--- src/hw/rtl/bcd_date_check_weekday_dst_core_macros.svh ---
// assertion macros for the bcd date checker
`ifndef BCD_DATE_CHECK_WEEKDAY_DST_CORE_MACROS_SVH
`define BCD_DATE_CHECK_WEEKDAY_DST_CORE_MACROS_SVH

`ifndef SYNTHESIS
`define BDCWD_ASSERT_CLK(lbl, clk, rstn, prop) \
    lbl: assert property (@(posedge clk) disable iff (!(rstn)) prop) \
        else $error("assertion failed in bcd date checker");
`define BDCWD_ASSERT(lbl, prop) `BDCWD_ASSERT_CLK(lbl, i_clk, i_rst_n, prop)
`else
`define BDCWD_ASSERT_CLK(lbl, clk, rstn, prop)
`define BDCWD_ASSERT(lbl, prop)
`endif

`endif

--- src/hw/rtl/bdcwd_pkg.sv ---
`timescale 1ns / 1ps

package bdcwd_pkg;

    localparam int unsigned InBytes  = 6;
    localparam int unsigned InWidth  = InBytes * 8;
    // 6 bytes + weekday(3) + corrected(1) + dst action(2) = 54, padded to 56
    localparam int unsigned OutWidth = 56;

    typedef enum logic [1:0] {
        DST_NONE = 2'd0,
        DST_FWD  = 2'd1,
        DST_BACK = 2'd2
    } t_dst_action;

    localparam logic [2:0] WD_SUNDAY = 3'd7;

    typedef struct packed {
        logic [7:0] sec;
        logic [7:0] min;
        logic [7:0] hour;
        logic [7:0] date;
        logic [7:0] month;
        logic [7:0] year;
        logic       fix;
    } t_stamp;

    // binary value of two nibbles, a nibble above 9 keeps its binary weight
    function automatic logic [7:0] bcd_val(input logic [7:0] b);
        logic [7:0] hi;
        hi = {4'b0, b[7:4]};
        return (hi << 3) + (hi << 1) + {4'b0, b[3:0]};
    endfunction

    // floor(31 * m / 12) for the shifted month m of the month value 1..12
    function automatic logic [5:0] month_offset(input logic [3:0] mv);
        logic [5:0] r;
        case (mv)
            4'd1:    r = 6'd28;
            4'd2:    r = 6'd31;
            4'd3:    r = 6'd2;
            4'd4:    r = 6'd5;
            4'd5:    r = 6'd7;
            4'd6:    r = 6'd10;
            4'd7:    r = 6'd12;
            4'd8:    r = 6'd15;
            4'd9:    r = 6'd18;
            4'd10:   r = 6'd20;
            4'd11:   r = 6'd23;
            4'd12:   r = 6'd25;
            default: r = 6'd0;
        endcase
        return r;
    endfunction

endpackage

--- src/hw/rtl/bcd_date_check_weekday_dst_core.sv ---
`timescale 1ns / 1ps
`include "bcd_date_check_weekday_dst_core_macros.svh"
// channel   | direction | payload
// s_axis    | in        | tdata: sec, min, hour, date, month, year (8 bits each)
// m_axis    | out       | tdata: six repaired bytes, weekday, corrected, dst action
// cfg       | in        | data: dst_enable
//
// four register stages, one timestamp per clock while m_axis_tready holds
// stage 1 field repair, stage 2 month length, month repair and year term, stage 3 weekday sum,
// stage 4 mod-7 fold, weekday and hour shift into the output register
// each stage holds its word when the next one is full, so a stall drops nothing
// reset clears the stage valid bits and dst_enable; cfg is always ready

module bcd_date_check_weekday_dst_core (
    input  logic                            i_clk,
    input  logic                            i_rst_n,
    input  logic                            s_axis_tvalid,
    output logic                            s_axis_tready,
    // sec, min, hour, date, month, year
    input  logic [bdcwd_pkg::InWidth-1:0]   s_axis_tdata,
    output logic                            m_axis_tvalid,
    input  logic                            m_axis_tready,
    // sec_out, min_out, hour_out, date_out, month_out, year_out, weekday_out,
    // was_corrected, dst_action, zero pad
    output logic [bdcwd_pkg::OutWidth-1:0]  m_axis_tdata,
    input  logic                            i_cfg_valid,
    output logic                            o_cfg_ready,
    input  logic [0:0]                      i_cfg_data
);
    import bdcwd_pkg::*;

    logic r_dst_en;
    logic r_v1, r_v2, r_v3, r_v4;
    logic en1, en2, en3, en4;

    t_stamp     r1_st, n1_st;
    logic [4:0] r1_dv, n1_dv;
    logic [7:0] r1_mv, n1_mv;
    logic [7:0] r1_yv, n1_yv;
    logic       r1_leap, n1_leap;

    t_stamp     r2_st, n2_st;
    logic [4:0] r2_dv, n2_dv;
    logic [3:0] r2_mv, n2_mv;
    logic [7:0] r2_part, n2_part;

    t_stamp     r3_st;
    logic [4:0] r3_dv;
    logic [3:0] r3_mv;
    logic [4:0] r3_fold, n3_fold;

    t_stamp      r4_st, n4_st;
    logic [2:0]  r4_wd, n4_wd;
    t_dst_action r4_act, n4_act;

    // handshake chain
    assign en4 = !r_v4 || m_axis_tready;
    assign en3 = !r_v3 || en4;
    assign en2 = !r_v2 || en3;
    assign en1 = !r_v1 || en2;
    assign s_axis_tready = en1;
    assign o_cfg_ready   = 1'b1;
    assign m_axis_tvalid = r_v4;
    assign m_axis_tdata  = {2'b00, r4_act, r4_st.fix, r4_wd, r4_st.year, r4_st.month,
                            r4_st.date, r4_st.hour, r4_st.min, r4_st.sec};

    // stage 1: decode and plain range repair
    always_comb begin
        logic [7:0] sv, mnv, hv, dv;
        sv  = bcd_val(s_axis_tdata[7:0]);
        mnv = bcd_val(s_axis_tdata[15:8]);
        hv  = bcd_val(s_axis_tdata[23:16]);
        dv  = bcd_val(s_axis_tdata[31:24]);
        n1_st.sec   = s_axis_tdata[7:0];
        n1_st.min   = s_axis_tdata[15:8];
        n1_st.hour  = s_axis_tdata[23:16];
        n1_st.date  = s_axis_tdata[31:24];
        n1_st.month = s_axis_tdata[39:32];
        n1_st.year  = s_axis_tdata[47:40];
        n1_st.fix   = 1'b0;
        n1_dv       = dv[4:0];
        if (sv > 8'd59) begin
            n1_st.sec = 8'h00;
            n1_st.fix = 1'b1;
        end
        if (mnv > 8'd59) begin
            n1_st.min = 8'h00;
            n1_st.fix = 1'b1;
        end
        if (hv > 8'd23) begin
            n1_st.hour = 8'h00;
            n1_st.fix  = 1'b1;
        end
        if (dv == 8'd0 || dv > 8'd31) begin
            n1_st.date = 8'h01;
            n1_dv      = 5'd1;
            n1_st.fix  = 1'b1;
        end
        n1_mv   = bcd_val(s_axis_tdata[39:32]);
        n1_yv   = bcd_val(s_axis_tdata[47:40]);
        // years 2000..2165: only 2100 breaks the divide-by-four rule
        n1_leap = (n1_yv[1:0] == 2'b00) && (n1_yv != 8'd100);
    end

    // stage 2: month length, month repair, year part of the congruence
    always_comb begin
        logic       jan_feb;
        logic [7:0] yy, s;
        n2_st = r1_st;
        n2_dv = r1_dv;
        if (r1_mv == 8'd2) begin
            if (r1_leap && r1_dv > 5'd29) begin
                n2_st.date = 8'h29;
                n2_dv      = 5'd29;
                n2_st.fix  = 1'b1;
            end else if (!r1_leap && r1_dv > 5'd28) begin
                n2_st.date = 8'h28;
                n2_dv      = 5'd28;
                n2_st.fix  = 1'b1;
            end
        end else if (r1_mv == 8'd4 || r1_mv == 8'd6 || r1_mv == 8'd9 || r1_mv == 8'd11) begin
            if (r1_dv > 5'd30) begin
                n2_st.date = 8'h30;
                n2_dv      = 5'd30;
                n2_st.fix  = 1'b1;
            end
        end
        if (r1_mv == 8'd0 || r1_mv > 8'd12) begin
            n2_st.month = 8'h01;
            n2_mv       = 4'd1;
            n2_st.fix   = 1'b1;
        end else begin
            n2_mv = r1_mv[3:0];
        end
        jan_feb = (n2_mv <= 4'd2);
        // yy = y - 1999, y + y/4 - y/100 + y/400 = 2483 + yy + (yy+3)/4 - (yy > 100)
        yy = r1_yv + 8'd1 - {7'b0, jan_feb};
        s  = yy + ((yy + 8'd3) >> 2);
        // 2483 mod 7 = 5
        n2_part = 8'd5 + s - {7'b0, (yy > 8'd100)};
    end

    // stage 3: weekday sum, first octal fold (8 = 1 mod 7)
    always_comb begin
        logic [8:0] x;
        x = {4'b0, r2_dv} + {1'b0, r2_part} + {3'b0, month_offset(r2_mv)};
        n3_fold = {2'b0, x[8:6]} + {2'b0, x[5:3]} + {2'b0, x[2:0]};
    end

    // stage 4: finish mod 7, weekday and hour shift
    always_comb begin
        logic [3:0] f;
        logic [2:0] d;
        logic       sunday_end;
        f = {2'b0, r3_fold[4:3]} + {1'b0, r3_fold[2:0]};
        d = (f >= 4'd7) ? 3'(f - 4'd7) : f[2:0];
        n4_wd  = (d == 3'd0) ? WD_SUNDAY : d;
        n4_st  = r3_st;
        n4_act = DST_NONE;
        sunday_end = r_dst_en && (r3_dv >= 5'd25) && (n4_wd == WD_SUNDAY) &&
                     (r3_st.min == 8'h00) && (r3_st.sec == 8'h00);
        if (sunday_end) begin
            if (r3_mv == 4'd3 && r3_st.hour == 8'h02) begin
                n4_st.hour = 8'h03;
                n4_act     = DST_FWD;
            end else if (r3_mv == 4'd10 && r3_st.hour == 8'h03) begin
                n4_st.hour = 8'h02;
                n4_act     = DST_BACK;
            end
        end
    end

    always_ff @(posedge i_clk) begin
        if (!i_rst_n) begin
            r_dst_en <= 1'b0;
            r_v1     <= 1'b0;
            r_v2     <= 1'b0;
            r_v3     <= 1'b0;
            r_v4     <= 1'b0;
        end else begin
            if (i_cfg_valid) begin
                r_dst_en <= i_cfg_data[0];
            end
            if (en1) begin
                r_v1 <= s_axis_tvalid;
            end
            if (en2) begin
                r_v2 <= r_v1;
            end
            if (en3) begin
                r_v3 <= r_v2;
            end
            if (en4) begin
                r_v4 <= r_v3;
            end
        end
    end

    always_ff @(posedge i_clk) begin
        if (en1) begin
            r1_st   <= n1_st;
            r1_dv   <= n1_dv;
            r1_mv   <= n1_mv;
            r1_yv   <= n1_yv;
            r1_leap <= n1_leap;
        end
        if (en2) begin
            r2_st   <= n2_st;
            r2_dv   <= n2_dv;
            r2_mv   <= n2_mv;
            r2_part <= n2_part;
        end
        if (en3) begin
            r3_st   <= r2_st;
            r3_dv   <= r2_dv;
            r3_mv   <= r2_mv;
            r3_fold <= n3_fold;
        end
        if (en4) begin
            r4_st  <= n4_st;
            r4_wd  <= n4_wd;
            r4_act <= n4_act;
        end
    end

    `BDCWD_ASSERT(a_accept_fills_stage1, s_axis_tvalid && s_axis_tready |=> r_v1)
    `BDCWD_ASSERT(a_weekday_nonzero, r_v4 |-> r4_wd != 3'd0)
    `BDCWD_ASSERT(a_fwd_shape,
        r_v4 && r4_act == DST_FWD |-> r4_st.month == 8'h03 && r4_st.hour == 8'h03 && r_dst_en)
    // october may arrive with a non-decimal low nibble, so compare the value
    `BDCWD_ASSERT(a_back_shape,
        r_v4 && r4_act == DST_BACK |->
        bcd_val(r4_st.month) == 8'd10 && r4_st.hour == 8'h02 && r_dst_en)
    `BDCWD_ASSERT(a_shift_on_sunday, r_v4 && r4_act != DST_NONE |-> r4_wd == WD_SUNDAY)

endmodule
--- config.mk ---
export PLATFORM = sky130hd
export DESIGN_NAME = bcd_date_check_weekday_dst_core
export DESIGN_NICKNAME = d
export VERILOG_FILES = /design/src/hw/rtl/bdcwd_pkg.sv /design/src/hw/rtl/bcd_date_check_weekday_dst_core.sv
export VERILOG_INCLUDE_DIRS = /design/src /design/src/hw/rtl
export SDC_FILE = /design/constraint.sdc
export NUM_CORES = 1
export LEC_CHECK = 0
export BUFFER_PORTS_ARGS = -buffer_cell sky130_fd_sc_hd__buf_4
export CAP_MARGIN = 0
export CORE_MARGIN = 3
export CORE_UTILIZATION = 64
export CTS_CLUSTER_DIAMETER = 60
export DETAILED_ROUTE_END_ITERATION = 7
export PLACE_DENSITY = 0.85
export SYNTH_ARGS = -nofsm -noshare
export SYNTH_HDL_FRONTEND = slang
export SYNTH_SLANG_ARGS = --single-unit
--- constraint.sdc ---
create_clock -name i_clk -period 12 [get_ports i_clk]
set_input_delay 2.4 -clock i_clk [delete_from_list [all_inputs] [get_ports i_clk]]
set_output_delay 2.4 -clock i_clk [all_outputs]
set_load 0.02 [all_outputs]
==> results.cfg, run 1 <==
[synth]
seq_area_frac_synth = 0.670
netlist_instances = 733
ys_warn_count = 0
yosys-top-cells-area = edfxtp_1 (65%), ha_1 (8.4%), fa_1 (4.5%)
synth.avg_cell_area_um2 = 15.6
synth_edf_count = 249
syn-cell-area_um2 = 11500
synthArstFlopShare = 0
synth_seq_cells = 259
synth_top_cell_by_area = edfxtp_1
ys_types = 60
synthFlopType = edfxtp_1
synth_top_area_share = 0.653

[setup_path]
arrival_ns = 3.32
critPathKind = input port to output pin
r2r_setup_slack_ns = 6.46
startpoint_type = input port
crit_required_ns = 9.60
r2r_start = r1_mv[5]
path_max_fanout = 7
r2r-end = r2_part[6]
endpoint = s_axis_tready
r2r_cells = 23
end_kind = output pin
crit_start = m_axis_tready

[drt]
wire_per_inst_um = 19.1
drt-pass1-iter-count = 5
wl_met1_um = 8030
wl_met3_um = 1110
drt-initial-drc-count = 340
wl_um = 21000
vias_per_cell = 5.75
top_layer = met4
drc = 0
dr_total_vias = 6332
wl_met2_um = 11200
antenna_left = 0

[layout]
num-nets-final = 1014
drive_gt1_frac = 0.193
area_growth_pct = 17.0
nFillCells = 956
fin_cells = 1101
post-route-util = 0.769
diodes = 0

[power]
p_per_area_nw_per_um2 = 250
p_leak_nw = 5.72
ir_drop_mv = 0.195

[sta]
period_needed_ns = 5.72
skew_ns = 0.0183
relSlewSlack = 0.197
fin_hold_ws_ns = 0.416
worst_pin_slew_ns = 1.21
setup_ws_ns = 6.28
max_freq_mhz = 175
setup_violations = 0
rsz0062_at_grt = false
setup_tns_ns = 0
fin_crit_sh = 0.477
hold_viol = 0
finalMaxSlewViolations = 0

[floorplanning]
io_pins = 113
design.core.area_um2 = 17400
die_w_um = 140
num_rows = 48
initial_core_util = 0.657
dieArea_um2 = 19500
die_h_um = 140

[clock_network]
cts_tree = built
ctsHtreeMaxLevel = 1
cts-buffers-inserted = 25
clkTransAtPathRegs_ns = 0.06
cts_setup_buffers = 0
ctsHoldBuffers = 0
cts.sinks = 259
clock_path_buffers = 3
clk_root_buffer_cell = clkbuf_16
post_cts_resized = 0
clkLatencyLatePin_ns = 0.53

[placed_design]
dp_hpwl_um = 14800
place_congestion = 0.882
io_buffers = 109
dp_cells = 1055
pre_cts_slack_ns = 6.27

[global_route]
grt_max_degree = 69
grt_pass1_wl_um = 33900
overflow = 0
grt_pass1_vias = 6657
grt_usage = 0.218
antenna_found_initial = 0

[status]
status = complete, no violations

[job]
max_cap_viol_count = 0

[hold_path]
hold_class = flop to flop
-- area by class of cell --
type / count / area (um2) / share of cell area
inverter: 54 / 203 / 0.0151
multi-input combinational: 404 / 3490 / 0.261
sequential: 259 / 7680 / 0.573
clock inverter: 21 / 264 / 0.0197
clock buffer: 25 / 626 / 0.0467
tap: 225 / 282 / 0.0210
timing repair buffer: 113 / 848 / 0.0633
-- through the flow --
step	instance area, um2	power [mW]
CTS	13400	3.36
global route	13400	3.57
floorplan	11500	2.19
global placement	12500	2.37
finish	13400	3.35
detailed placement	12500	2.48
-- how the worst min path moves through the flow --
stage	slack [ns]	depth (start not counted)	end	startpoint
after floorplan	0.40	0	m_axis_tdata[25]	n4_st[18]
after global placement	0.40	0	m_axis_tdata[46]	n4_st[7]
after detailed placement	0.40	0	m_axis_tdata[26]	n4_st[19]
after CTS	0.42	0	m_axis_tdata[51]	n4_st[0]
after global routing	0.42	0	n4_st[0]	r2_st[0]
final	0.42	0	r2_st[26]	n2_st[26]
-- layout by cell type, fill, tap and decap left out, drive strengths merged, types with 3 or more instances in the layout --
master and count:
edfxtp 249, buf 113, ha 77, inv 56, and2 47, a21oi 32, fa 26, clkbuf 25
nor2 23, xnor2 18, xor2 17, nand2 17, o21ai 15, a21o 13, nor2b 13, clkinv 12
dfxtp 10, nand3 9, nor4b 8, nor3 7, nand2b 6, o21a 6, bufinv 6, nor4 5
o22ai 5, conb 5, o21bai 4, and3 4, and3b 3, mux2i 3, nor3b 3, or3 3
a31oi 3
-- worst max-delay path: stages --
cell     delay, ns
buf_4         0.12
and4b_1       0.46
nand2_2       0.15
buf_4         0.18
-- registers in the layout, indices dropped and copies added, names as in the netlist, 4 cells and up, named ones only --
name          flops
m_axis_tdata     49
n2_st            32
n4_st            41
r1_dv             4
r1_mv             7
r1_st            17
r1_yv             7
r2_dv             4
r2_mv             4
r2_part           8
r2_st            49
r3_dv             4
r3_fold           5
r3_mv             4
r3_st             8
-- routing by layer --
metal  vias up  track usage
li1       2933            -
met5         -            0
met4         0       0.0780
met3        55       0.0344
met1      3119        0.257
met2       225        0.405
-- cells in the mapped netlist, types with 2 or more instances --
cell type / count
and3_1: 4
edfxtp_1: 249
mux2_2: 2
nor2b_1: 13
nor4b_1: 7
or4_4: 2
o22ai_1: 5
and2_1: 47
a21oi_1: 32
xor2_1: 17
nand2b_1: 6
a41oi_1: 2
nand2_1: 17
or2_2: 2
or3_1: 2
o211ai_1: 2
nand3b_1: 2
a211oi_1: 2
xnor2_1: 18
o21ai_0: 15
dfxtp_1: 10
nor3_1: 6
nor2_1: 23
o21a_1: 6
o2bb2ai_1: 2
mux2i_1: 3
a2111o_1: 2
nand3_1: 8
and3b_1: 3
clkbuf_1: 14
fa_1: 26
nand4_1: 2
conb_1: 2
a31oi_1: 2
nor3b_1: 3
ha_1: 77
a21o_1: 13
buf_4: 3
o21bai_1: 4
inv_1: 54
nor4_1: 5
-- power by group --
group          switching (mW)  internal, mW
Combinational           0.707         0.558
Clock                   0.321         0.511
Sequential             0.0558          1.20
Total                    1.08          2.27
-- cell families after synthesis --
| logic type | synth area share |
|---|---|
| other | 0.000656 |
| XOR/XNOR | 0.0268 |
| AND/OR/NAND/NOR | 0.0826 |
| AO/OA/AOI/OAI | 0.0577 |
| multiplexers | 0.00656 |
| adder cells (fa/ha/maj) | 0.130 |
| flip-flops | 0.670 |
| buffers and inverters | 0.0257 |
No activity file was read; power rests on OpenSTA's default activity.
==> run 2: changes to the inputs <==
--- a/config.mk
+++ b/config.mk
@@ -9,10 +9,10 @@
 export BUFFER_PORTS_ARGS = -buffer_cell sky130_fd_sc_hd__buf_4
 export CAP_MARGIN = 0
 export CORE_MARGIN = 3
-export CORE_UTILIZATION = 64
+export CORE_UTILIZATION = 53
 export CTS_CLUSTER_DIAMETER = 60
 export DETAILED_ROUTE_END_ITERATION = 7
-export PLACE_DENSITY = 0.85
+export PLACE_DENSITY = 0.76
 export SYNTH_ARGS = -nofsm -noshare
 export SYNTH_HDL_FRONTEND = slang
 export SYNTH_SLANG_ARGS = --single-unit
==> constraint.sdc (replaced) <==
create_clock -name i_clk -period 5.1 [get_ports i_clk]
set_input_delay 1.02 -clock i_clk [delete_from_list [all_inputs] [get_ports i_clk]]
set_output_delay 1.02 -clock i_clk [all_outputs]
set_load 0.02 [all_outputs]
==> run 2 against run 1 <==
Global-route usage down 5.5 points. Critical path depth up 19. Clock skew down 0.010 ns. Flip-flop and latch count unchanged. Largest cell class unchanged. Largest power group unchanged. Highest routed layer is now met5.
==> results.cfg, run 2 (synthesis gave the netlist of run 1 again) <==
[status]
status = complete, no violations

[drt]
wl_met2_um = 9800
vias_per_cell = 5.22
drc = 0
dr_total_vias = 6091
wl_met1_um = 7510
antenna_left = 0
wire_per_inst_um = 16.5
drt-pass1-iter-count = 4
wl_met3_um = 1150
top_layer = met5
wl_um = 19200
drt-initial-drc-count = 257

[layout]
drive_gt1_frac = 0.226
area_growth_pct = 19.8
post-route-util = 0.648
layout_commonest_cell = edfxtp_1
final_cell_mix = edfxtp_1 (249), buf_4 (127), ha_1 (72)
nFillCells = 1460
num-nets-final = 1029
fin_cells = 1166
multi_input_area_um2 = 3590
layout.area.seq_um2 = 7680
diodes = 0

[setup_path]
arrival_ns = 5.36
crit_required_ns = 5.37
critPathKind = flop to flop
startpoint_type = flop
path_max_fanout = 2
r2r_cells = 23
end_kind = flop

[sta]
fin_crit_sh = 0.997
hold_viol = 0
worst_pin_slew_ns = 0.790
setup_violations = 0
max_freq_mhz = 197
skew_ns = 0.00827
rsz0062_at_grt = true
period_needed_ns = 5.08
relSlewSlack = 0.473
finalMaxSlewViolations = 0
setup_tns_ns = 0
fin_hold_ws_ns = 0.414

[floorplanning]
io_pins = 113
num_rows = 53
die_w_um = 153
die_h_um = 153
design.core.area_um2 = 21200
dieArea_um2 = 23400
initial_core_util = 0.541

[job]
max_cap_viol_count = 0

[clock_network]
clock_path_buffers = 3
cts.sinks = 259
ctsHtreeMaxLevel = 1
cts-buffers-inserted = 26
ctsHoldBuffers = 0
cts_tree = built
clk_root_buffer_cell = clkbuf_16
clkTransAtPathRegs_ns = 0.06
clkLatencyLatePin_ns = 0.52

[power]
total_power_mw = 8.08
p_sw_frac = 0.306
p_leak_nw = 5.82
seqPwrFrac = 0.363
ir_drop_mv = 0.410
clkPwrFrac = 0.254
p_int_mw = 5.60
p_comb_frac = 0.383
p_per_area_nw_per_um2 = 589
switchingPower_mw = 2.47

[global_route]
grt_max_degree = 48
overflow = 0
antenna_found_initial = 1
grt_pass1_wl_um = 30800
grt_usage = 0.163
grt_pass1_vias = 6147

[hold_path]
hold_class = flop to flop
hold_depth = 0

[placed_design]
io_buffers = 109
dp_hpwl_um = 13600
place_congestion = 0.831
dp_cells = 1115
[run 2: power by group through the flow]
stage                     sequential [mW]  clock (mW)  combinational [mW]
after floorplan                      2.99           0                2.17
final                                2.93        2.05                3.09
after global placement               2.96           0                2.78
after detailed placement             2.97           0                2.88
after CTS                            2.93        2.10                2.96
after global routing                 2.96        2.18                3.53
[run 2: what timing repair did]
item,in CTS,in global routing
pin swaps,8,15
setup endpoints to repair,3,4
gates cloned,0,0
gates resized for setup,7,11
setup buffers,2,2
[run 2: per-layer routing]
layer,GRT usage,vias up
li1,-,2964
met3,0.0328,55
met2,0.289,174
met4,0.0602,2
met5,0,-
met1,0.200,2896
[run 2: path summary, 6_finish.rpt]
path | slack, ns | endpoint | start
hold / removal | 0.41 | m_axis_tdata[46] | n4_st[7]
setup reg to reg | 0.02 | r2_part[6] | r1_mv[6]
hold reg to reg | 0.41 | m_axis_tdata[46] | n4_st[7]
setup / recovery | 0.02 | r2_part[6] | r1_mv[6]
[run 2: through the flow]
stage	instance area (um2)	worst slack, ns
after CTS	13600	0.00294
after detailed placement	12700	-0.162
final	13700	0.0172
after floorplan	11500	0.0258
after global placement	12700	-0.0372
after global routing	13700	-0.174
[run 2: area by class of cell]
| cell class | count | area share |
|---|---|---|
| Clock inverter | 17 | 0.0202 |
| Tap cell | 275 | 0.0251 |
| Inverter | 54 | 0.0148 |
| Timing Repair Buffer | 127 | 0.0695 |
| Sequential cell | 259 | 0.560 |
| Multi-Input combinational cell | 404 | 0.262 |
| Clock buffer | 30 | 0.0485 |
[run 2: critical path, stage by stage, from the launching register on]
cell and delay [ns]:
edfxtp_1 0.38, or4_4 0.57, nor3_4 0.18, ha_2 0.22, ha_4 0.14, inv_2 0.04
ha_4 0.16, o21bai_4 0.12, a21oi_2 0.08, o21bai_1 0.13, a21oi_1 0.09, xnor2_1 0.22
ha_2 0.21, inv_2 0.03, or2_4 0.24, a21o_1 0.16, o2bb2ai_2 0.13, fa_2 0.37
fa_2 0.42, ha_4 0.18, fa_2 0.36, a21o_1 0.21, a21oi_2 0.13, xnor2_1 0.07
